$ cat src/rtl/hvn_pkg.sv
// ----------------------------------------------------------------------------
// hvn_pkg
// Shared constants, types and helpers for the hashed 3-D value noise unit.
// ----------------------------------------------------------------------------
package hvn_pkg;

  localparam logic [63:0] MixM1  = 64'hbf58476d1ce4e5b9;
  localparam logic [63:0] MixM2  = 64'h94d049bb133111eb;
  localparam logic [63:0] AxisXK = 64'h9e3779b97f4a7c15;
  localparam logic [63:0] AxisYK = 64'h94d049bb133111eb;
  localparam logic [63:0] AxisZK = 64'hd1b54a32d192ed03;

  localparam logic [17:0] SmoothThree = 18'd196608;
  localparam logic [15:0] Q16Max      = 16'hffff;

  localparam int DivBits     = 4;
  localparam int DivStages   = 64 / DivBits;
  localparam int FracStages  = 32 / DivBits;

  localparam logic [1:0] RegWorldSeed  = 2'd0;
  localparam logic [1:0] RegStreamSalt = 2'd1;
  localparam logic [1:0] RegHorizScale = 2'd2;
  localparam logic [1:0] RegVertScale  = 2'd3;

  // lane 0: x, lane 1: z, lane 2: vertical
  typedef struct packed {
    logic [15:0] rem;
    logic [63:0] quo;
  } div_lane_t;

  typedef struct packed {
    logic                  valid;
    logic [2:0]            neg;
    div_lane_t [2:0]       lane;
    logic [2:0][63:0]      grid;
  } div_bundle_t;

  function automatic logic [63:0] zigzag(input logic [63:0] u);
    return {u[62:0], 1'b0} ^ {64{u[63]}};
  endfunction

endpackage

$ cat src/rtl/hvn_ease.sv
// ----------------------------------------------------------------------------
// hvn_ease
// Two-stage clamped smoothstep 3t^2 - 2t^3 on a Q16 fraction.
// ----------------------------------------------------------------------------
module hvn_ease (
  input  logic        clk,
  input  logic        en,
  input  logic [15:0] t_in,
  output logic [15:0] t_out
);

  logic [31:0] sq;
  logic [15:0] tt;
  logic [15:0] t_q;
  logic [17:0] k;
  logic [33:0] v;

  assign sq = t_in * t_in;
  assign k  = hvn_pkg::SmoothThree - {1'b0, t_q, 1'b0};
  assign v  = {18'b0, tt} * {16'b0, k};

  always_ff @(posedge clk) begin
    if (en) begin
      tt  <= sq[31:16];
      t_q <= t_in;
      t_out <= (v[33:16] > {2'b0, hvn_pkg::Q16Max}) ? hvn_pkg::Q16Max : v[31:16];
    end
  end

endmodule

$ cat config.mk
export PLATFORM = sky130hd
export DESIGN_NAME = hvn_ease
export DESIGN_NICKNAME = d
export VERILOG_FILES = /design/src/rtl/hvn_pkg.sv /design/src/rtl/hvn_ease.sv
export SDC_FILE = /design/constraint.sdc
export NUM_CORES = 1
export LEC_CHECK = 0
export ABC_AREA = 1
export BUFFER_PORTS_ARGS = -buffer_cell sky130_fd_sc_hd__buf_2
export CAP_MARGIN = 20
export CORE_ASPECT_RATIO = 1.75
export CORE_MARGIN = 2
export CORE_UTILIZATION = 30
export CTS_BUF_LIST = sky130_fd_sc_hd__clkbuf_16
export DETAILED_ROUTE_END_ITERATION = 8
export MAX_ROUTING_LAYER = met4
export PLACE_DENSITY = 0.53
export SYNTH_ARGS = -nofsm -noshare
export SYNTH_HDL_FRONTEND = slang
export SYNTH_SLANG_ARGS = --single-unit
$ cat constraint.sdc
create_clock -name clk -period 8.4 [get_ports clk]
set_input_delay 0.42 -clock clk [delete_from_list [all_inputs] [get_ports clk]]
set_output_delay 0.42 -clock clk [all_outputs]
set_load 0.005 [all_outputs]
# == Yosys cells after proc, flatten, opt, wreduce, memory -nomap -nowiden ==
# Index checks and enable logic that the tools add are counted.
# word_totals
reg_bits,48
# op_classes
addsub,1
multipliers,2
n_lt_le_gt_ge,1
# ops
op,n
16-bit by 18-bit multiplier with 34-bit output,1
16-bit by 16-bit multiplier with 32-bit output,1
"18-bit by 16-bit > comparator with 1-bit output, second input constant",1
"18-bit by 17-bit subtractor with 18-bit output, first input constant",1

# == Depth between registers and ports, before layout ==
# logic_depth
word_depth,3
ltp_mapped,37
ltp_nobuf,34

# == Worst setup path before layout ==
# No wires, ideal clock.
# synth_timing
path_kind,register -> register
from,reg t_q[0]
to,reg t_out[14] (data pin)
setup_time_ns,0.263
arrival_time_ns,6.205
required_ns,8.137
path_slack_ns,1.932
path_stages_with_launch,34
path_buffers,3
path_cell_list,edfxtp_1 -> buf_6 -> clkbuf_1 -> inv_1 -> ha_1 -> nand2_1 -> nor2_1 -> nand2_1 -> nor2_1 -> inv_1 -> or3_1 -> nand2_2 -> inv_1 -> nand2_1 -> fa_1 -> fa_1 -> fa_1 -> inv_1 -> fa_1 -> fa_1 -> inv_1 -> fa_1 -> inv_1 -> ha_1 -> nand2_1 -> nand2_1 -> o21bai_1 -> nor2_1 -> nand2_2 -> nand2_1 -> nand3b_1 -> nand2_2 -> buf_6 -> nand3_1
# synth_via
elab_chain_len,3
# synth_rtl
element,line_no,rtl
"start, declared",hvn_ease.sv:14,logic [15:0] t_q;
"start signal, assigned",hvn_ease.sv:25,t_q <= t_in;
18-bit by 17-bit subtractor with 18-bit output (*),hvn_ease.sv:19,"assign k = hvn_pkg::SmoothThree - {1'b0, t_q, 1'b0};"
16-bit by 18-bit multiplier with 34-bit output (*),hvn_ease.sv:20,"assign v = {18'b0, tt} * {16'b0, k};"
18-bit by 16-bit > comparator with 1-bit output,hvn_ease.sv:26,"t_out <= (v[33:16] > {2'b0, hvn_pkg::Q16Max}) ? hvn_pkg::Q16Max : v[31:16];"
"end signal, assigned",hvn_ease.sv:26,
"end, declared",hvn_ease.sv:9,output logic [15:0] t_out
# Every way passes the cells marked *; elsewhere a longest branch is shown, timed or not.
# A chain may end at the register's enable or synchronous reset.

# == Worst setup path after layout ==
# layout_timing
from,reg t_q[0]
to,reg t_out[0] (data pin)
# Same word-level chain as after synthesis.

==> results_dict.tcl <==
set metrics [dict create \
    postRouteAntennaNets 0 \
    ys_ff_latch 48 \
    grt_max_degree 49 \
    synth_flop_cell "edfxtp_1" \
    critPathArrivalTime_ns 7.60 \
    cpMostUsedCell "nand2_1" \
    worst_pin_slew_ns 0.907 \
    die_h_um 334 \
    clock_latency_ns 0.32 \
    hpwlAfterDp_um 47200 \
    cts-root-buf "clkbuf_16" \
    cts_tree "built" \
    wirelength_um 54400 \
    syn-instance-count 2394 \
    antenna_found_initial 3 \
    yosys_warnings 0 \
    period_needed_ns 7.55 \
    cts_hold_buf 0 \
    crit_fanout 18 \
    ys_types 42 \
    drive_gt1_share_pct 3.19 \
    holdCritPathClass "input pin to register" \
    area_growth_pct 6.19 \
    cts_resized 0 \
    cp_slowest_cell "edfxtp_1" \
    startpoint_type "register" \
    synth_top_area_share_pct 39.6 \
    seq_area_um2 1440 \
    die_area_um2 64400 \
    cts_sinks 48 \
    gp_congestion 0.972 \
    syn_avg_cell_area_um2 7.81 \
    initial_core_util_pct 30.2 \
    die_x_um 193 \
    async_flop_share_pct 0 \
    ctsHtreeMaxLevel 2 \
    portBuffers 33 \
    multiInputGateArea_um2 14400 \
    setup_violations 0 \
    grt_pass1_wl_um 85900 \
    fin_skew_ns 0.00764 \
    clk_pin_slew_worst_paths_ns 0.07 \
    ys_top_cells_by_area "fa_1 (40%), inv_1 (14%), ha_1 (14%)" \
    cts_buffers 5 \
    wl_per_cell_um 17.1 \
    synth_top_area_cell "fa_1" \
    grt_pass1_vias 16532 \
    synth_edf_count 48 \
    core-area_um2 61900 \
    synth_common_cells "inv_1 (683), nand2_1 (544), fa_1 (370), ha_1 (202), nor2_1 (202)" \
    avgViaCountPerCell 4.65 \
    endpoint_kind "register" \
    cpPeakStageDelay_ns 0.71 \
    cap_violations 0 \
    final-hold-violation-count 0 \
    run_status "finished clean" \
    firstDrtPassIters 5 \
    ys_seq_area_share_pct 7.71 \
    vias 14807 \
    postCtsSetupBuffers 0 \
    path_class "register to register" \
    period_share_pct 89.9 \
    clockBufferDepth 2 \
    fin_nets 2968 \
    yosysMostFrequentCell "inv_1" \
    rows 121 \
    io_pins 34 \
    grtUsageTotal_pct 18.0 \
    slew_headroom_pct 39.5 \
    syn_area_um2 18700 \
    synth.net_count 2984 \
    slew_viol_final 0 \
    fillers 6617 \
    rsz0062_at_grt "no" \
    drt_iter0_markers 672 \
    worstPathRequired_ns 8.45 \
    tns_ns 0 \
    drc 0 \
    gr-total-overflow 0 \
    fmax_mhz 132 \
]
path summary, 6_finish.rpt:
kind	cells after the start	to	from	slack, ns
setup reg to reg	33	t_out[0]	t_q[0]	0.85
hold reg to reg	11	t_out[7]	tt[0]	1.69
setup / recovery	33	t_out[0]	t_q[0]	0.85
hold / removal	1	t_q[0]	t_in[0]	0.58
kinds of logic after synthesis:
logic type,after synthesis,share of synthesized area [%]
AND/OR/NAND/NOR,862,18.7
AO/OA/AOI/OAI,135,3.97
adder cells (fa/ha/maj),572,53.1
XOR/XNOR,28,1.35
flip-flops,48,7.71
buffers and inverters,749,15.2
critical path, delay by kind of cell (launching register included):
kind          cells  cell delay, ns
flops             1            0.71
simple gates     17            2.15
buf+inv           8            0.92
fa+ha+maj         8            3.46
flip-flops by register name (all words and copies together) (netlist names):
signal / flops
t_out: 16
t_q: 16
tt: 16
per-layer routing:
layer | track usage, % | vias to the layer above | wire length [um]
li1 | - | 6938 | -
met1 | 17.1 | 7381 | 18400
met2 | 34.7 | 338 | 31000
met3 | 1.09 | 150 | 1270
met4 | 10.7 | 0 | 3700
met5 | - | - | 0
cell usage in the layout (no fill, tap or decap), types with 6 or more instances in the layout:
master,n
nand2_1,544
o21ai_0,36
xor2_1,14
nand3_1,55
nand3b_1,8
fa_1,370
o21bai_1,10
edfxtp_1,48
buf_2,33
ha_1,202
a21oi_1,73
inv_1,683
xnor2_1,13
or2_2,6
nand4_1,10
nor3_1,14
nor2_1,202
nand2_2,9
final cells by class:
| cell class | instances | area share (%) |
|---|---|---|
| Tap cell | 799 | 5.03 |
| Clock inverter | 3 | 0.347 |
| Antenna cell | 3 | 0.0378 |
| Sequential cell | 48 | 7.26 |
| Inverter | 689 | 13.0 |
| Clock buffer | 5 | 0.630 |
| Timing Repair Buffer | 37 | 1.05 |
| Multi-Input combinational cell | 1597 | 72.6 |
stage by stage:
step,instances,instance area [um2],worst slack [ns],util [%],hold slack [ns]
5_1_grt,3181,19900,0.468,32.1,0.583
2_1_floorplan,2394,18700,1.93,-,0.519
3_3_place_gp,3169,19600,1.02,31.7,0.836
3_5_place_dp,3169,19600,0.896,31.7,0.826
4_1_cts,3177,19800,0.879,32.0,0.583
6_report,3181,19900,0.849,32.1,0.577
Power is not shown: default switching activity piles up to over one toggle a cycle in this logic, so the estimate is an artifact.
