==> src/rtl/hvn_pkg.sv <==
// ----------------------------------------------------------------------------
// hvn_pkg
// Shared constants, types and helpers for the hashed 3-D value noise unit.
// ----------------------------------------------------------------------------
package hvn_pkg;

  localparam logic [63:0] MixM1  = 64'hbf58476d1ce4e5b9;
  localparam logic [63:0] MixM2  = 64'h94d049bb133111eb;
  localparam logic [63:0] AxisXK = 64'h9e3779b97f4a7c15;
  localparam logic [63:0] AxisYK = 64'h94d049bb133111eb;
  localparam logic [63:0] AxisZK = 64'hd1b54a32d192ed03;

  localparam logic [17:0] SmoothThree = 18'd196608;
  localparam logic [15:0] Q16Max      = 16'hffff;

  localparam int DivBits     = 4;
  localparam int DivStages   = 64 / DivBits;
  localparam int FracStages  = 32 / DivBits;

  localparam logic [1:0] RegWorldSeed  = 2'd0;
  localparam logic [1:0] RegStreamSalt = 2'd1;
  localparam logic [1:0] RegHorizScale = 2'd2;
  localparam logic [1:0] RegVertScale  = 2'd3;

  // lane 0: x, lane 1: z, lane 2: vertical
  typedef struct packed {
    logic [15:0] rem;
    logic [63:0] quo;
  } div_lane_t;

  typedef struct packed {
    logic                  valid;
    logic [2:0]            neg;
    div_lane_t [2:0]       lane;
    logic [2:0][63:0]      grid;
  } div_bundle_t;

  function automatic logic [63:0] zigzag(input logic [63:0] u);
    return {u[62:0], 1'b0} ^ {64{u[63]}};
  endfunction

endpackage

==> src/rtl/hvn_div_stage.sv <==
// ----------------------------------------------------------------------------
// hvn_div_stage
// One registered stage of the three-lane restoring divider, four quotient
// bits per lane.
// ----------------------------------------------------------------------------
module hvn_div_stage (
  input  logic                     clk,
  input  logic                     rst,
  input  logic                     en,
  input  logic [2:0][15:0]         scale,
  input  hvn_pkg::div_bundle_t     d_in,
  output hvn_pkg::div_bundle_t     d_out
);

  hvn_pkg::div_bundle_t nxt;

  always_comb begin
    logic [16:0] r2;
    logic [15:0] r;
    logic [63:0] q;
    nxt = d_in;
    for (int i = 0; i < 3; i++) begin
      r = d_in.lane[i].rem;
      q = d_in.lane[i].quo;
      for (int k = 0; k < hvn_pkg::DivBits; k++) begin
        r2 = {r, q[63]};
        q  = {q[62:0], 1'b0};
        if (r2 >= {1'b0, scale[i]}) begin
          r2   = r2 - {1'b0, scale[i]};
          q[0] = 1'b1;
        end
        r = r2[15:0];
      end
      nxt.lane[i].rem = r;
      nxt.lane[i].quo = q;
    end
  end

  always_ff @(posedge clk) begin
    if (rst) begin
      d_out.valid <= 1'b0;
    end else if (en) begin
      d_out <= nxt;
    end
  end

endmodule

==> config.mk <==
export PLATFORM = sky130hd
export DESIGN_NAME = hvn_div_stage
export DESIGN_NICKNAME = d
export VERILOG_FILES = /design/src/rtl/hvn_pkg.sv /design/src/rtl/hvn_div_stage.sv
export SDC_FILE = /design/constraint.sdc
export NUM_CORES = 1
export LEC_CHECK = 0
export ABC_AREA = 1
export BUFFER_PORTS_ARGS = -buffer_cell sky130_fd_sc_hd__buf_2
export CAP_MARGIN = 5
export CORE_AREA = 3 3 356 358
export CTS_BUF_LIST = sky130_fd_sc_hd__clkbuf_4 sky130_fd_sc_hd__clkbuf_8
export CTS_CLUSTER_SIZE = 16
export DETAILED_ROUTE_END_ITERATION = 12
export DIE_AREA = 0 0 359 361
export PLACE_DENSITY_LB_ADDON = 0.25
export SYNTH_ARGS = -nofsm -noshare
export SYNTH_HDL_FRONTEND = slang
export SYNTH_SLANG_ARGS = --single-unit
==> constraint.sdc <==
create_clock -name clk -period 47.8 [get_ports clk]
set_input_delay 11.95 -clock clk [delete_from_list [all_inputs] [get_ports clk]]
set_output_delay 11.95 -clock clk [all_outputs]
set_load 0.01 [all_outputs]
Word level (Yosys, flattened, before mapping)
Index checks and enable logic that the tools add are counted.
{"block": "word_totals", "ff_bits": 436, "output_inout_bits": 436, "elab_cells": 61}
{"block": "classes", "n_addsub": 12, "magnitude_cmp": 12, "n_mux": 24, "bitwise": 1, "reduce_logical": 1}
{"cell": "greater-or-equal comparator 17 x 16 -> 1 bit", "count": 12}
{"cell": "two-way mux 16 bit", "count": 12}
{"cell": "subtractor 16 bit", "count": 12}
{"cell": "two-way mux 1 bit", "count": 12}
{"cell": "AND reduction 2 bit", "count": 1}
{"cell": "inverter 1 bit", "count": 1}

Logic depth before layout (Yosys ltp)
{"block": "depth", "word_depth": 8, "depth_mapped": 54, "ltp_nobuf": 50}

Worst setup path before layout
No wires, ideal clock.
{"block": "synth_path", "kind": "input-to-reg", "from": "in en", "to": "reg d_out[0] in the netlist's numbering, enable pin", "arrival_ps": 30231, "path_slack_ps": 16312, "stages": 2, "path_buffers": 0, "path_cell_list": "inv_1 nor2_1"}
{"block": "synth_via", "elab_chain_len": 1}
{"element": "from (decl)", "line": "hvn_div_stage.sv:9", "source": "input logic en,"}
{"element": "AND reduction 2 bit (no source line)"}
{"element": "to (signal assigned)", "line": "hvn_div_stage.sv:43", "source": "d_out <= nxt;"}
{"element": "to (decl)", "line": "hvn_div_stage.sv:12", "source": "output hvn_pkg::div_bundle_t d_out"}
No other way between the ends.
A chain may end at the register's enable or synchronous reset.

==> tab_implementation.tex <==
\begin{tabular}{lr}
\hline
Metric & Value \\
\hline
\multicolumn{2}{l}{\textbf{Status}} \\
Result of the run & completed \\
\multicolumn{2}{l}{\textbf{Final layout}} \\
Most common cell after layout, fill and taps aside & buf\_2 \\
Commonest non-fill, non-tap cells in the layout & 922 x buf\_2, 773 x nand2\_1, 435 x edfxtp\_1 \\
Number of filler cells placed in the layout & 13,500 \\
Area growth, synth to finish & 32.7\% \\
Registers with the most flip-flops & d\_out (436) \\
Area used by sequential logic in the layout & 13,100 um2 \\
Max reg flops & 436 \\
Nets & 4,328 \\
Total area of multi-input combinational cells & 11,000 um2 \\
Layout cells sized above 1 & 31.4\% \\
Biggest register & d\_out \\
\multicolumn{2}{l}{\textbf{Yosys}} \\
Ranking of synthesized cells by area & edfxtp\_1 51\%, nand2\_1 11\%, ha\_1 9.5\% \\
Count of synthesis-stage warnings from yosys & 0 \\
Most used DFF post-synth & edfxtp\_1 \\
Number of register bits inferred by synthesis & 436 \\
Instance count of the mapped netlist & 2,648 \\
Net count of the mapped netlist & 3,339 \\
Sequential fraction of the synthesis area & 51.5\% \\
Number of enable flip-flop cells after synthesis & 435 \\
Number of unique standard cell types used by synthesis & 54 \\
Share of synthesized flip-flops with an asynchronous set or reset & 0\% \\
Per-instance average area after synthesis & 9.60 um2 \\
Post-synth top area share & 51.4\% \\
Cell Area, Synth & 25,400 um2 \\
Cell accounting for the most synthesized area & edfxtp\_1 \\
\multicolumn{2}{l}{\textbf{Pwr}} \\
Pwr Density & 60.7 nW/um2 \\
Worst ir drop on vdd & 36.4 uV \\
Leak pwr & 15.9 nW \\
Overall Power & 0.00205 W \\
\multicolumn{2}{l}{\textbf{Setup path}} \\
Largest stage delay, worst path & 0.69 ns \\
Type of element capturing the critical path & register \\
Cell with the largest stage delay on the worst path & o21ai\_0 \\
Capturing instance or port of the critical path & d\_out[266]\$\_DFFE\_PP\_ \\
Max Fanout on Critical Path & 29 \\
Flop2flop setup slack & 47.01 ns \\
Worst setup path category & input port to register \\
Category of the worst setup path launch point & input port \\
Most Frequent Cell on Critical Path & nand2\_1 \\
CP Data Arrival Time & 20.83 ns \\
Destination of the worst register-to-register timing path & d\_out[435]\$\_SDFFE\_PP0P\_ \\
Reg2reg path depth & 2 \\
Source of the worst register-to-register timing path & d\_out[435]\$\_SDFFE\_PP0P\_ \\
Critical path origin & scale[1] \\
Required time of the critical path & 48.29 ns \\
\multicolumn{2}{l}{\textbf{Drt}} \\
Remaining number of nets flagged by the antenna check after routing & 0 \\
\# DRC & 0 \\
Post-detailed-route via-to-cell ratio & 4.38 \\
Total vias in the final route & 23,400 \\
Count of TritonRoute iterations in the first routing pass & 7 \\
First DRT Iteration DRCs & 2,099 \\
Final WL & 134,000 um \\
Routed wirelength normalized by instance count & 25.0 um \\
\multicolumn{2}{l}{\textbf{Timing}} \\
Final setup TNS & 0 ns \\
Count of endpoints failing setup in the final report & 0 \\
Minimum clock period after layout & 20.34 ns \\
Ratio of final minimum period to clock period & 42.6\% \\
Hold Fails Final Rpt & 0 \\
Final WS setup & 27.46 ns \\
Final-layout worst hold slack & 0.618 ns \\
Max Clock Freq & 0.0492 GHz \\
RSZ-0062 raised after global routing & no \\
Slew of the pin with the lowest slew margin & 1.04 ns \\
Clk\_skew & 0 ns \\
Number of pins exceeding their max-slew limit in the final report & 0 \\
Worst relative slew slack & 30.6\% \\
\multicolumn{2}{l}{\textbf{Clocking}} \\
Num Clock Sinks & 436 \\
Setup Fix Bufs, Post-CTS & 0 \\
Clock-pin transition on the worst setup and hold timing paths & 0.05 ns \\
H-tree depth reported by CTS & 3 \\
Master cell of the clock root buffer & clkbuf\_8 \\
CTS Hold Buffers Added & 0 \\
Clock tree from TritonCTS & done \\
Number of buffers added by the clock tree synthesis step & 87 \\
Worst-skew pair later-pin latency & 0.74 ns \\
Number of buffers on the longest clock path & 3 \\
Post-CTS Resized & 0 \\
\multicolumn{2}{l}{\textbf{Hold path}} \\
Worst hold-check path type & register to register \\
\multicolumn{2}{l}{\textbf{Floorplan}} \\
Die Width & 359 um \\
IO Pins & 923 \\
Die area & 130,000 um2 \\
Row Count & 129 \\
Initial core utilization & 20.6\% \\
Die Y & 361 um \\
Standard cell core area & 124,000 um2 \\
\multicolumn{2}{l}{\textbf{GRT}} \\
Global Route Usage Sum & 19.8\% \\
Pin count of the biggest net entering global routing & 147 \\
Vias in the first global route & 22,400 \\
GRT Residual Overflow & 0 \\
Number of antenna violations at the first check in global routing & 71 \\
Global-route wire length before repair & 180,000 um \\
\multicolumn{2}{l}{\textbf{Job}} \\
Max\_cap viols & 0 \\
\multicolumn{2}{l}{\textbf{Placed design}} \\
Port bufs & 922 \\
Detailed placement HPWL & 112,000 um \\
Setup slack after placement & 26.81 ns \\
Routability Congestion & 0.914 \\
\hline
\end{tabular}
per-stage QoR:
stage,util [%],instance area [um2],std cells
after floorplan,-,25400,2648
after global placement,25.8,31900,5185
after detailed placement,25.8,31900,5185
after CTS,27.3,33700,5342
after global routing,27.3,33700,5343
final,27.3,33700,5350
worst min-delay path by stage:
stage | slack [ns] | endpoint | cells after the start | from
after floorplan | 0.48 | d_out[435]$_SDFFE_PP0P_ | 2 | d_out[435]$_SDFFE_PP0P_
after global placement | 0.64 | d_out[435]$_SDFFE_PP0P_ | 2 | d_out[435]$_SDFFE_PP0P_
after detailed placement | 0.64 | d_out[435]$_SDFFE_PP0P_ | 2 | d_out[435]$_SDFFE_PP0P_
after CTS | 0.65 | d_out[435]$_SDFFE_PP0P_ | 2 | d_out[435]$_SDFFE_PP0P_
after global routing | 0.67 | d_out[435]$_SDFFE_PP0P_ | 2 | d_out[435]$_SDFFE_PP0P_
final | 0.62 | d_out[435]$_SDFFE_PP0P_ | 2 | d_out[435]$_SDFFE_PP0P_
cell type report:
| cell class | instances | share of cell area [%] |
|---|---|---|
| well taps | 1637 | 6.07 |
| clock buffers | 118 | 4.30 |
| multi-input cells | 1874 | 32.5 |
| clock inverters | 39 | 0.894 |
| repair buffers | 931 | 13.9 |
| inverters | 307 | 3.42 |
| flip-flops and latches | 436 | 38.8 |
| diodes | 8 | 0.0594 |
critical path, delay by kind of cell:
family          cells  cell delay, ns
simple gates       26            4.01
compound gates      9            2.64
fa+ha+maj           4            1.50
buf+inv             4            0.66
synth_stat cells, types with 2 or more instances:
cell type and instances:
ha_1 192, buf_2 13, nand4_1 26, xor2_1 87, nor2_1 112, a21oi_1 174
and2_1 2, a31o_2 2, a21boi_0 4, nand2_4 12, nor2_4 6, or2_2 5
nand3b_1 9, o21ai_1 8, nor2_2 2, a31oi_1 9, nand2_1 773, nand2_2 25
o2111ai_1 3, nor4_1 8, fa_1 12, buf_4 5, buf_6 6, a211oi_2 2
nand3_4 4, o21bai_1 12, nand3_2 6, clkbuf_1 6, nor3_1 15, o211ai_1 4
xnor2_1 55, inv_1 290, nand3_1 177, o21ai_0 101, a21o_1 10, o21a_1 5
edfxtp_1 435, inv_2 15
power by group:
group	total, W	switching (W)	leakage, nW	internal (W)
clock network	0.000401	0.000186	0.922	0.000215
registers	0.000527	0.0000166	4.09	0.000510
logic	0.00112	0.000733	10.9	0.000387
total	0.00205	0.000936	15.9	0.00111
per-layer routing:
metal  part of all wire (%)  up-vias  routed length, um  GRT usage [%]
met4                    2.3       20               3030           4.74
li1                       -    11000                  -              -
met2                     46      978              62100           32.3
met5                   0.11        -                145              0
met3                    7.3      174               9720           4.91
met1                     44    11200              58800           26.3
kinds of logic (layout without fill, tap and decap cells):
| kind of cell | Yosys count | count (layout) | share of synthesized area, % |
|---|---|---|---|
| flops | 436 | 436 | 51.5 |
| simple gates | 1189 | 1189 | 20.5 |
| compound gates | 339 | 339 | 7.38 |
| xor+xnor | 142 | 142 | 4.89 |
| other cells | 0 | 8 | 0 |
| buf+inv | 338 | 1395 | 5.38 |
| fa+ha+maj | 204 | 204 | 10.4 |
Power figures use the tool's default switching activity.
