<file path="config.mk">
export PLATFORM = sky130hd
export DESIGN_NAME = hvn_lerp
export DESIGN_NICKNAME = d
export VERILOG_FILES = /design/src/rtl/hvn_pkg.sv /design/src/rtl/hvn_lerp.sv
export SDC_FILE = /design/constraint.sdc
export NUM_CORES = 1
export LEC_CHECK = 0
export ABC_AREA = 1
export BUFFER_PORTS_ARGS = -buffer_cell sky130_fd_sc_hd__buf_4
export CAP_MARGIN = 15
export CORE_UTILIZATION = 35
export DETAILED_ROUTE_END_ITERATION = 12
export SLEW_MARGIN = 0
export SYNTH_ARGS = -nofsm -noshare
export SYNTH_HDL_FRONTEND = slang
export SYNTH_SLANG_ARGS = --single-unit
</file>
<file path="constraint.sdc">
create_clock -name clk -period 16.5 [get_ports clk]
set_input_delay 0 -clock clk [delete_from_list [all_inputs] [get_ports clk]]
set_output_delay 0 -clock clk [all_outputs]
set_load 0.05 [all_outputs]
</file>
<file path="src/rtl/hvn_pkg.sv">
// ----------------------------------------------------------------------------
// hvn_pkg
// Shared constants, types and helpers for the hashed 3-D value noise unit.
// ----------------------------------------------------------------------------
package hvn_pkg;

  localparam logic [63:0] MixM1  = 64'hbf58476d1ce4e5b9;
  localparam logic [63:0] MixM2  = 64'h94d049bb133111eb;
  localparam logic [63:0] AxisXK = 64'h9e3779b97f4a7c15;
  localparam logic [63:0] AxisYK = 64'h94d049bb133111eb;
  localparam logic [63:0] AxisZK = 64'hd1b54a32d192ed03;

  localparam logic [17:0] SmoothThree = 18'd196608;
  localparam logic [15:0] Q16Max      = 16'hffff;

  localparam int DivBits     = 4;
  localparam int DivStages   = 64 / DivBits;
  localparam int FracStages  = 32 / DivBits;

  localparam logic [1:0] RegWorldSeed  = 2'd0;
  localparam logic [1:0] RegStreamSalt = 2'd1;
  localparam logic [1:0] RegHorizScale = 2'd2;
  localparam logic [1:0] RegVertScale  = 2'd3;

  // lane 0: x, lane 1: z, lane 2: vertical
  typedef struct packed {
    logic [15:0] rem;
    logic [63:0] quo;
  } div_lane_t;

  typedef struct packed {
    logic                  valid;
    logic [2:0]            neg;
    div_lane_t [2:0]       lane;
    logic [2:0][63:0]      grid;
  } div_bundle_t;

  function automatic logic [63:0] zigzag(input logic [63:0] u);
    return {u[62:0], 1'b0} ^ {64{u[63]}};
  endfunction

endpackage

</file>
<file path="src/rtl/hvn_lerp.sv">
// ----------------------------------------------------------------------------
// hvn_lerp
// Two-stage clamped Q16 lerp; a falling step rounds toward minus infinity.
// ----------------------------------------------------------------------------
module hvn_lerp (
  input  logic        clk,
  input  logic        en,
  input  logic [15:0] a,
  input  logic [15:0] b,
  input  logic [15:0] t,
  output logic [15:0] y
);

  logic        up;
  logic [15:0] diff;
  logic        up_q;
  logic [15:0] a_q;
  logic [31:0] prod;
  logic [31:0] rnd;
  logic [16:0] sum;
  logic [16:0] dif;

  assign up   = b >= a;
  assign diff = up ? (b - a) : (a - b);
  assign rnd  = prod + 32'd65535;
  assign sum  = {1'b0, a_q} + {1'b0, prod[31:16]};
  assign dif  = {1'b0, a_q} - {1'b0, rnd[31:16]};

  always_ff @(posedge clk) begin
    if (en) begin
      up_q <= up;
      a_q  <= a;
      prod <= diff * t;
      if (up_q) begin
        y <= sum[16] ? hvn_pkg::Q16Max : sum[15:0];
      end else begin
        y <= dif[16] ? 16'd0 : dif[15:0];
      end
    end
  end

endmodule

</file>
---- Yosys cells after proc, flatten, opt, wreduce, memory -nomap -nowiden ----
Index checks and enable logic that the tools add are counted.
word-level totals
  register bits after elaboration ......... 65
  input port bits ......................... 50
  output and inout bits ................... 16
cells by class
  $add $sub $neg .......................... 5
  multiply operators ...................... 1
  magnitude comparators ................... 1
  mux-type cells .......................... 4
operator list
  cell                                            number
  two-way mux 16 bit                              4
  adder 32 x 16 -> 32 bit, second input constant  1
  multiplier 16 x 16 -> 32 bit                    1
  subtractor 16 bit                               2
  adder 16 x 16 -> 17 bit                         1
  subtractor 16 x 16 -> 17 bit                    1
  >= comparator 16 bit                            1

---- Logic depth before layout (Yosys ltp) ----
Gate-level depths: netlist (run 1).
  word-level depth ........................ 4
  gate-level depth with buffers ........... 38

---- Least setup slack after synthesis (run 1) ----
Ideal clock, no wire load.
  kind .................................... input-to-reg
  start point ............................. in b[0]
  end point ............................... reg prod[28], data pin
  data arrival time ....................... 5767 ps
  required time ........................... 16248 ps
  slack ................................... 10480 ps
  cell stages on the path ................. 33
  path buffers ............................ 1
  cell sequence ........................... inv_1 ha_1 inv_1 fa_1 nand3_1 nand2_1 nand2_1 nand3_1 nand2_1 nand2_4 inv_4 buf_8 nand3_1 nand2_2 nand2_1 fa_1 fa_1 inv_1 fa_1 fa_1 fa_1 inv_1 fa_1 inv_1 ha_1 a21oi_1 o21ai_0 a21oi_1 nor2_1 nor2_1 nand2_1 nand2_1 nand2_1
between the ends
  longest elaborated chain between the ends .. 3
  elaborated cells on any way between the ends .. 5
  those cells by class .................... 2 x add/sub; 1 x mul; 1 x order compare; 1 x mux
ends and longest elaborated chain
  item                                                       line                            source
  from (decl)                                                hvn_lerp.sv:9                   input logic [15:0] b,
  subtractor 16 bit or >= comparator 16 bit (tied branches)  hvn_lerp.sv:24, hvn_lerp.sv:23
  two-way mux 16 bit (*)                                     hvn_lerp.sv:24                  assign diff = up ? (b - a) : (a - b);
  multiplier 16 x 16 -> 32 bit (*)                           hvn_lerp.sv:33                  prod <= diff * t;
  to (signal assigned)                                       hvn_lerp.sv:33
  to (decl)                                                  hvn_lerp.sv:18                  logic [31:0] prod;
Mark *: on every way between the ends. The rest lies on a longest branch, timed or not.
A chain may end at the register's enable or synchronous reset.

---- Final worst setup path (run 1) ----
  start point ............................. in a[0]
  end point ............................... reg prod[29], data pin
between the ends
  longest elaborated chain between the ends .. 3
  elaborated cells on any way between the ends .. 5
  those cells by class .................... 2 x add/sub; 1 x mul; 1 x order compare; 1 x mux
ends and longest elaborated chain
  item                                                       line                            source
  from (decl)                                                hvn_lerp.sv:8                   input logic [15:0] a,
  subtractor 16 bit or >= comparator 16 bit (tied branches)  hvn_lerp.sv:24, hvn_lerp.sv:23
  two-way mux 16 bit (*)                                     hvn_lerp.sv:24
  multiplier 16 x 16 -> 32 bit (*)                           hvn_lerp.sv:33
Marks and branches as above.

==> reports/results.ini, run 1 <==
[worst_setup_path]
r2r-end = y[9]$_DFFE_PP_
crit_slowest_cell = ha_1
r2r-start = prod[0]$_DFFE_PP_
critPathMaxStageDelay_ns = 0.79
startpoint = a[0]
path_class = in2reg
ff2ff_path_depth = 18
rrSetupSlack_ns = 12.80
required_ns = 16.61
critPathLaunchType = input pin
crit_fanout = 19
cp-end-kind = register
cp.arrival_ns = 7.81

[worst_hold_path]
hp-start = t[0]
hp-class = in2reg
whs_path_depth = 3
hold_path_end = prod[0]$_DFFE_PP_

[grt]
globalRouteOverflowTotal = 0
grt_pass1_vias = 13669
grtUsageTotal_pct = 21.7
antenna_found_initial = 0
grt_start_max_net_pins = 66
grt_pass1_wl_um = 74200

[cts]
post_cts_buffers = 0
cts.path.max_buffers = 2
clk_latency_ns = 0.36
cts_sinks = 65
clk_transition_reported_paths_ns = 0.06
cts_buffers = 9
cts_tree = yes
htreeDepth = 3
root_buffer = clkbuf_16

[detailed_routing]
initialDrtViolationCount = 997
wl_um = 46700
firstDrtPassIters = 5
drc = 0
viasPerCell = 4.94
wl_per_cell_um = 17.4
drtAntennaViolNets = 0
vias = 13296

[sta]
rsz0062_at_grt = false
fmax_mhz = 130
drv_slew = 0
finClkSkew_ns = 0.00775
fin_crit_sh_pct = 46.7
setup_violations = 0
fin_crit_ns = 7.70
fin_tns_setup_ns = 0
tightest_slew_ns = 0.936
slew_headroom_pct = 37.4
final_hold_viol_count = 0

[die]
rows = 76
die_w_um = 211
io_pins = 66
fp.coreArea_sq_um = 43100
dieArea_sq_um = 44500
start_util_pct = 35.5
die_h_um = 211

[final_layout]
finalNetCount = 2517
n_fill_cell = 4465
diodes = 0
synthToLayoutAreaGrowth_pct = 9.14
drive_gt1_share_pct = 6.65

[synth]
synth_edf_count = 65
ys_types = 39
synth_top_cell_area_share_pct = 25.9
synth_area_per_cell_sq_um = 7.44
ys.flop_type = edfxtp_1
synth_seq_cells = 65
async_reset_ff_share_pct = 0
yosysMostFrequentCell = nand2_1
synthTopCellsByArea = fa_1 26%, ha_1 14%, edfxtp_1 13%
ys_seq_area_share_pct = 12.8
yosys_warnings = 0
synth_largest_area_cell = fa_1
netlist_area_sq_um = 15300
synthTopCellsByCount = 449 x nand2_1, 444 x inv_1, 214 x nand3_1
syn-num-nets = 2470
synthCells = 2055

[place]
dpl.hpwl_um = 39200
io_buffer_count = 65
routabilityCongestion = 0.965

[outcome]
status = finished, final reports clean

[run]
cap_violations = 0

metrics by stage:
stage	instances	instance area, sq um	setup WS (ns)	utilization, %	hold WS [ns]
after detailed placement	2659	16200	8.99	37.7	0.193
after floorplan	2055	15300	10.48	-	0.0989
after global routing	2691	16700	8.32	38.7	0.330
after CTS	2690	16700	8.82	38.7	0.258
final	2691	16700	8.80	38.7	0.278
after global placement	2659	16200	9.04	37.7	0.198
worst max-delay path by stage:
| stage | endpoint | cells past startpoint | slack, ns |
|---|---|---|---|
| after detailed placement | prod[31]$_DFFE_PP_ | 29 | 8.99 |
| final | prod[29]$_DFFE_PP_ | 31 | 8.80 |
| after global placement | prod[28]$_DFFE_PP_ | 34 | 9.04 |
| after floorplan | prod[28]$_DFFE_PP_ | 33 | 10.48 |
| after CTS | prod[29]$_DFFE_PP_ | 31 | 8.82 |
| after global routing | prod[23]$_DFFE_PP_ | 30 | 8.32 |
critical path: cells and delay by family:
| family | cells | cell delay, ns |
|---|---|---|
| compound gates | 2 | 0.44 |
| fa+ha+maj | 8 | 4.15 |
| buf+inv | 8 | 0.93 |
| simple gates | 13 | 2.24 |
cells in the final DEF (no fill, tap or decap), types with 2 or more instances in the layout:
| cell type | netlist | layout |
|---|---|---|
| edfxtp_1 | 65 | 65 |
| clkbuf_16 | 0 | 9 |
| nor3_1 | 14 | 14 |
| nand3_2 | 13 | 13 |
| nand4_1 | 10 | 10 |
| nand2_2 | 20 | 20 |
| a21oi_1 | 77 | 77 |
| xor2_1 | 35 | 35 |
| inv_2 | 4 | 4 |
| a21o_1 | 5 | 5 |
| nand3_1 | 214 | 214 |
| nand2_1 | 449 | 449 |
| inv_1 | 444 | 444 |
| and2_1 | 2 | 2 |
| nand2_4 | 7 | 7 |
| nand3b_1 | 8 | 8 |
| dlygate4sd3_1 | 0 | 16 |
| nor2_2 | 10 | 10 |
| ha_1 | 167 | 167 |
| buf_4 | 2 | 66 |
| o21ai_0 | 31 | 31 |
| fa_1 | 198 | 198 |
| nor2_1 | 189 | 189 |
| xnor2_1 | 25 | 25 |
| or2_2 | 2 | 2 |
| a21oi_2 | 2 | 2 |
| o21bai_1 | 7 | 7 |
| nor4_1 | 4 | 4 |
sequential cells by signal (all words and copies together) (netlist names):
signal	cells
prod	32
a_q	16
y	16
up_q	1
area by class of cell:
class	instances	area (sq um)	share of cell area (%)
clock buffers	10	229	1.37
clock inverters	5	55.1	0.330
inverters	449	1690	10.1
multi-input cells	1495	11400	68.2
flip-flops and latches	65	1950	11.7
well taps	585	732	4.39
repair buffers	82	656	3.93
routing by layer:
layer  global-route usage (%)  wire, um  vias to the layer above
met5                        0         0                        -
met4                     8.97      1730                        0
met3                     2.47      2670                      106
met2                     36.3     21700                      461
met1                     28.5     20600                     6313
li1                         -         -                     6416
repair_timing:
action | in CTS | in global routing
gates resized for setup | 0 | 0
endpoints found under the hold margin | 16 | 0
hold buffers | 16 | 0
cells by family after synthesis:
group,after synthesis,share of synthesized area (%)
simple gates,945,27.0
buf+inv,495,12.8
fa+ha+maj,365,39.6
compound gates,125,4.36
flops,65,12.8
xor+xnor,60,3.44
Power of run 1 is left out: the tool's default activity adds up to more than one toggle a clock period on the data nets, which glitch-free logic cannot reach.
==> run 2: changes to the inputs <==
- clock period: 16.5 -> 7.8 ns (I/O delays scaled with it)
==> reports/results.ini, run 2 (synthesis gave the netlist of run 1 again) <==
[worst_hold_path]
hp-class = in2reg
whs_path_depth = 1
hp-start = en
hold_path_end = y[13]$_DFFE_PP_

[final_layout]
synthToLayoutAreaGrowth_pct = 10.0
largest_register_ffs = 32
largestRegisters = prod: 32 flops, a_q: 16 flops, y: 16 flops
drive_gt1_share_pct = 7.51
diodes = 0
top_register = prod
final_cell_mix = 444 x inv_1, 444 x nand2_1, 213 x nand3_1, 198 x fa_1, 189 x nor2_1
finalNetCount = 2528

[sta]
fin_crit_sh_pct = 95.1
tightest_slew_ns = 0.873
slew_headroom_pct = 41.8
finClkSkew_ns = 0.00780
fmax_mhz = 135
final_hold_viol_count = 0
fin_crit_ns = 7.42
rsz0062_at_grt = false
setup_violations = 0
drv_slew = 0
fin_tns_setup_ns = 0

[cts]
cts.path.max_buffers = 2
clk_transition_reported_paths_ns = 0.06
cts_tree = yes
clk_latency_ns = 0.35
root_buffer = clkbuf_16
cts_buffers = 9
htreeDepth = 3
post_cts_buffers = 0
cts_sinks = 65

[die]
dieArea_sq_um = 44500
rows = 76
die_w_um = 211
die_h_um = 211
fp.coreArea_sq_um = 43100
io_pins = 66
start_util_pct = 35.5

[worst_setup_path]
cp.arrival_ns = 7.52
r2r-start = prod[0]$_DFFE_PP_
cp_common_cell = nand2_1
critPathMaxStageDelay_ns = 0.57
cp-end-kind = register
critPathLaunchType = input pin
path_class = in2reg
crit_slowest_cell = fa_1
ff2ff_path_depth = 18
r2r-end = y[9]$_DFFE_PP_
rrSetupSlack_ns = 4.08
crit_fanout = 19
required_ns = 7.91

[grt]
grt_pass1_vias = 13444
antenna_found_initial = 0
grt_start_max_net_pins = 66
globalRouteOverflowTotal = 0
grtUsageTotal_pct = 22.1
grt_pass1_wl_um = 74700

[detailed_routing]
initialDrtViolationCount = 1038
viasPerCell = 4.96
wl_per_cell_um = 17.5
vias = 13396
drc = 0
drtAntennaViolNets = 0
wl_um = 47400
firstDrtPassIters = 9

[run]
cap_violations = 0

[place]
dpl.hpwl_um = 40100
routabilityCongestion = 0.998
io_buffer_count = 65

[outcome]
status = finished, final reports clean

-- run 2: changes by cell type in the layout (fill, tap and decap cells not counted), sizes merged --
cell	delta
buf	+11
clkinv	+2
clkinvlp	-1
-- run 2: how the worst max path moves through the flow --
stage	startpoint	to	slack, ns	depth (start not counted)
finish	a[0]	prod[31]$_DFFE_PP_	0.38	33
global route	a[0]	prod[28]$_DFFE_PP_	0.002	32
CTS	a[0]	prod[28]$_DFFE_PP_	0.26	34
detailed placement	b[0]	prod[28]$_DFFE_PP_	0.39	34
global placement	b[0]	prod[28]$_DFFE_PP_	0.49	33
floorplan	b[0]	prod[28]$_DFFE_PP_	1.78	33
-- run 2: through the flow --
step / worst slack [ns] / cell area (sq um) / hold WS (ns) / utilization, % / std cells
after floorplan: 1.78 / 15300 / 0.0989 / - / 2055
after global placement: 0.489 / 16300 / 0.197 / 37.9 / 2670
after detailed placement: 0.388 / 16300 / 0.201 / 37.9 / 2670
after CTS: 0.262 / 16800 / 0.275 / 38.9 / 2702
after global routing: 0.00151 / 16800 / 0.304 / 39.0 / 2703
final: 0.382 / 16800 / 0.258 / 39.0 / 2703
-- run 2: timing repair --
action / in CTS / in global routing
setup endpoints to repair: 0 / 10
hold endpoints to repair: 16 / 0
hold buffers: 16 / 0
gates resized for setup: 0 / 11
-- run 2: final cells by class --
cell class	count	area, sq um
clock inverters	6	66.3
repair buffers	93	738
clock buffers	10	229
well taps	585	732
multi-input cells	1495	11400
inverters	449	1690
flip-flops and latches	65	1950
fillers	4490	26300
-- run 2: routing by layer --
| metal | global-route usage, % | up-vias | wire length, um |
|---|---|---|---|
| li1 | - | 6469 | - |
| met1 | 29.2 | 6426 | 20900 |
| met2 | 36.5 | 425 | 22000 |
| met3 | 3.03 | 76 | 2750 |
| met4 | 8.32 | 0 | 1790 |
| met5 | 0 | - | 0 |
-- run 2: critical path: cells and delay by family --
family / cells / cell delay [ns]
AOI/OAI and AO/OA: 3 / 0.65
and+or+nand+nor: 13 / 1.85
adders and majority gates: 9 / 4.00
buffers and inverters: 8 / 1.01
Power of run 2 is left out for the same reason.
==> run 3: changes to the inputs <==
- BUFFER_PORTS_ARGS: -buffer_cell sky130_fd_sc_hd__buf_4 -> default
- DONT_BUFFER_PORTS: default -> 1
==> reports/results.ini, run 3 (synthesis gave the netlist of run 1 again) <==
[grt]
grt_pass1_wl_um = 74600
globalRouteOverflowTotal = 0
grt_start_max_net_pins = 66
antenna_found_initial = 0
grtUsageTotal_pct = 21.9
grt_pass1_vias = 13681

[cts]
htreeDepth = 3
cts_buffers = 9
clk_latency_ns = 0.36
clk_transition_reported_paths_ns = 0.06
cts.path.max_buffers = 2
ctsHoldBuffers = 18
cts_resized = 0
post_cts_buffers = 0
cts_tree = yes
root_buffer = clkbuf_16
cts_sinks = 65

[worst_setup_path]
r2r-start = prod[1]$_DFFE_PP_
cp-end-kind = register
cp-endpoint = prod[28]$_DFFE_PP_
cp_common_cell = nand2_1
r2r-end = y[12]$_DFFE_PP_
startpoint = b[0]
crit_fanout = 19
cp.arrival_ns = 7.16
rrSetupSlack_ns = 4.01
path_class = in2reg
critPathMaxStageDelay_ns = 0.52
critPathLaunchType = input pin
ff2ff_path_depth = 18
required_ns = 7.91
crit_slowest_cell = fa_1

[die]
die_w_um = 211
fp.coreArea_sq_um = 43100
io_pins = 66
dieArea_sq_um = 44500
rows = 76
start_util_pct = 35.5
die_h_um = 211

[sta]
fmax_mhz = 142
tightest_slew_ns = 0.709
drv_slew = 0
final_hold_viol_count = 0
fin_crit_sh_pct = 90.4
setup_violations = 0
fin_tns_setup_ns = 0
rsz0062_at_grt = false
finClkSkew_ns = 0.0121
slew_headroom_pct = 52.7
fin_crit_ns = 7.05

[place]
io_buffer_count = 0
dpl.hpwl_um = 39700
routabilityCongestion = 0.986

[detailed_routing]
wl_per_cell_um = 17.9
drc = 0
viasPerCell = 5.01
vias = 13233
initialDrtViolationCount = 824
firstDrtPassIters = 5
drtAntennaViolNets = 0
wl_um = 47200

[final_layout]
seq_area_sq_um = 1950
n_fill_cell = 4547
multiInputGateArea_sq_um = 11400
synthToLayoutAreaGrowth_pct = 6.80
drive_gt1_share_pct = 4.33
largest_register_ffs = 32
diodes = 0
finalNetCount = 2465
final_cell_mix = 449 x nand2_1, 444 x inv_1, 214 x nand3_1, 198 x fa_1, 189 x nor2_1
top_register = prod
layout_commonest_cell = nand2_1
largestRegisters = prod: 32 flops, a_q: 16 flops, y: 16 flops

[worst_hold_path]
hp-class = in2reg

[run]
cap_violations = 0

[outcome]
status = finished, final reports clean

[run 3: per-layer routing]
metal	vias up	global-route usage, %	wire, um
met5	-	0	0
met4	0	8.87	1640
met3	87	4.56	3630
met2	485	36.2	21700
met1	6345	28.0	20200
li1	6316	-	-
[run 3: layout make-up]
cell class / instances / share of cell area [%]
clock buffer: 10 / 1.40
clock inverter: 6 / 0.398
inverter: 449 / 10.3
multi-input combinational: 1495 / 69.7
sequential: 65 / 12.0
tap: 585 / 4.48
timing repair buffer: 30 / 1.76
[run 3: how the worst min path moves through the flow]
stage | to | startpoint | depth (start not counted)
floorplan | a_q[0]$_DFFE_PP_ | a[0] | 0
global placement | a_q[15]$_DFFE_PP_ | a[15] | 0
detailed placement | a_q[15]$_DFFE_PP_ | a[15] | 0
CTS | y[9]$_DFFE_PP_ | en | 1
global route | y[9]$_DFFE_PP_ | en | 1
finish | y[9]$_DFFE_PP_ | en | 1
[run 3: worst max-delay path, delay by kind of cell]
| kind | cells | cell delay, ns |
|---|---|---|
| fa+ha+maj | 9 | 3.92 |
| simple gates | 14 | 1.88 |
| compound gates | 3 | 0.74 |
| buf+inv | 7 | 0.59 |
[run 3: stage by stage]
stage          worst slack [ns]  util, %  instances  area, sq um  hold WS [ns]
6_report                  0.751     37.9       2640        16300        0.0347
5_1_grt                   0.211     37.9       2640        16300        0.0535
3_5_place_dp              0.440     36.8       2605        15800        0.0990
2_1_floorplan              1.78        -       2055        15300        0.0989
4_1_cts                   0.806     37.9       2639        16300        0.0590
3_3_place_gp              0.499     36.8       2605        15800        0.0990
Power of run 3 is left out for the same reason.
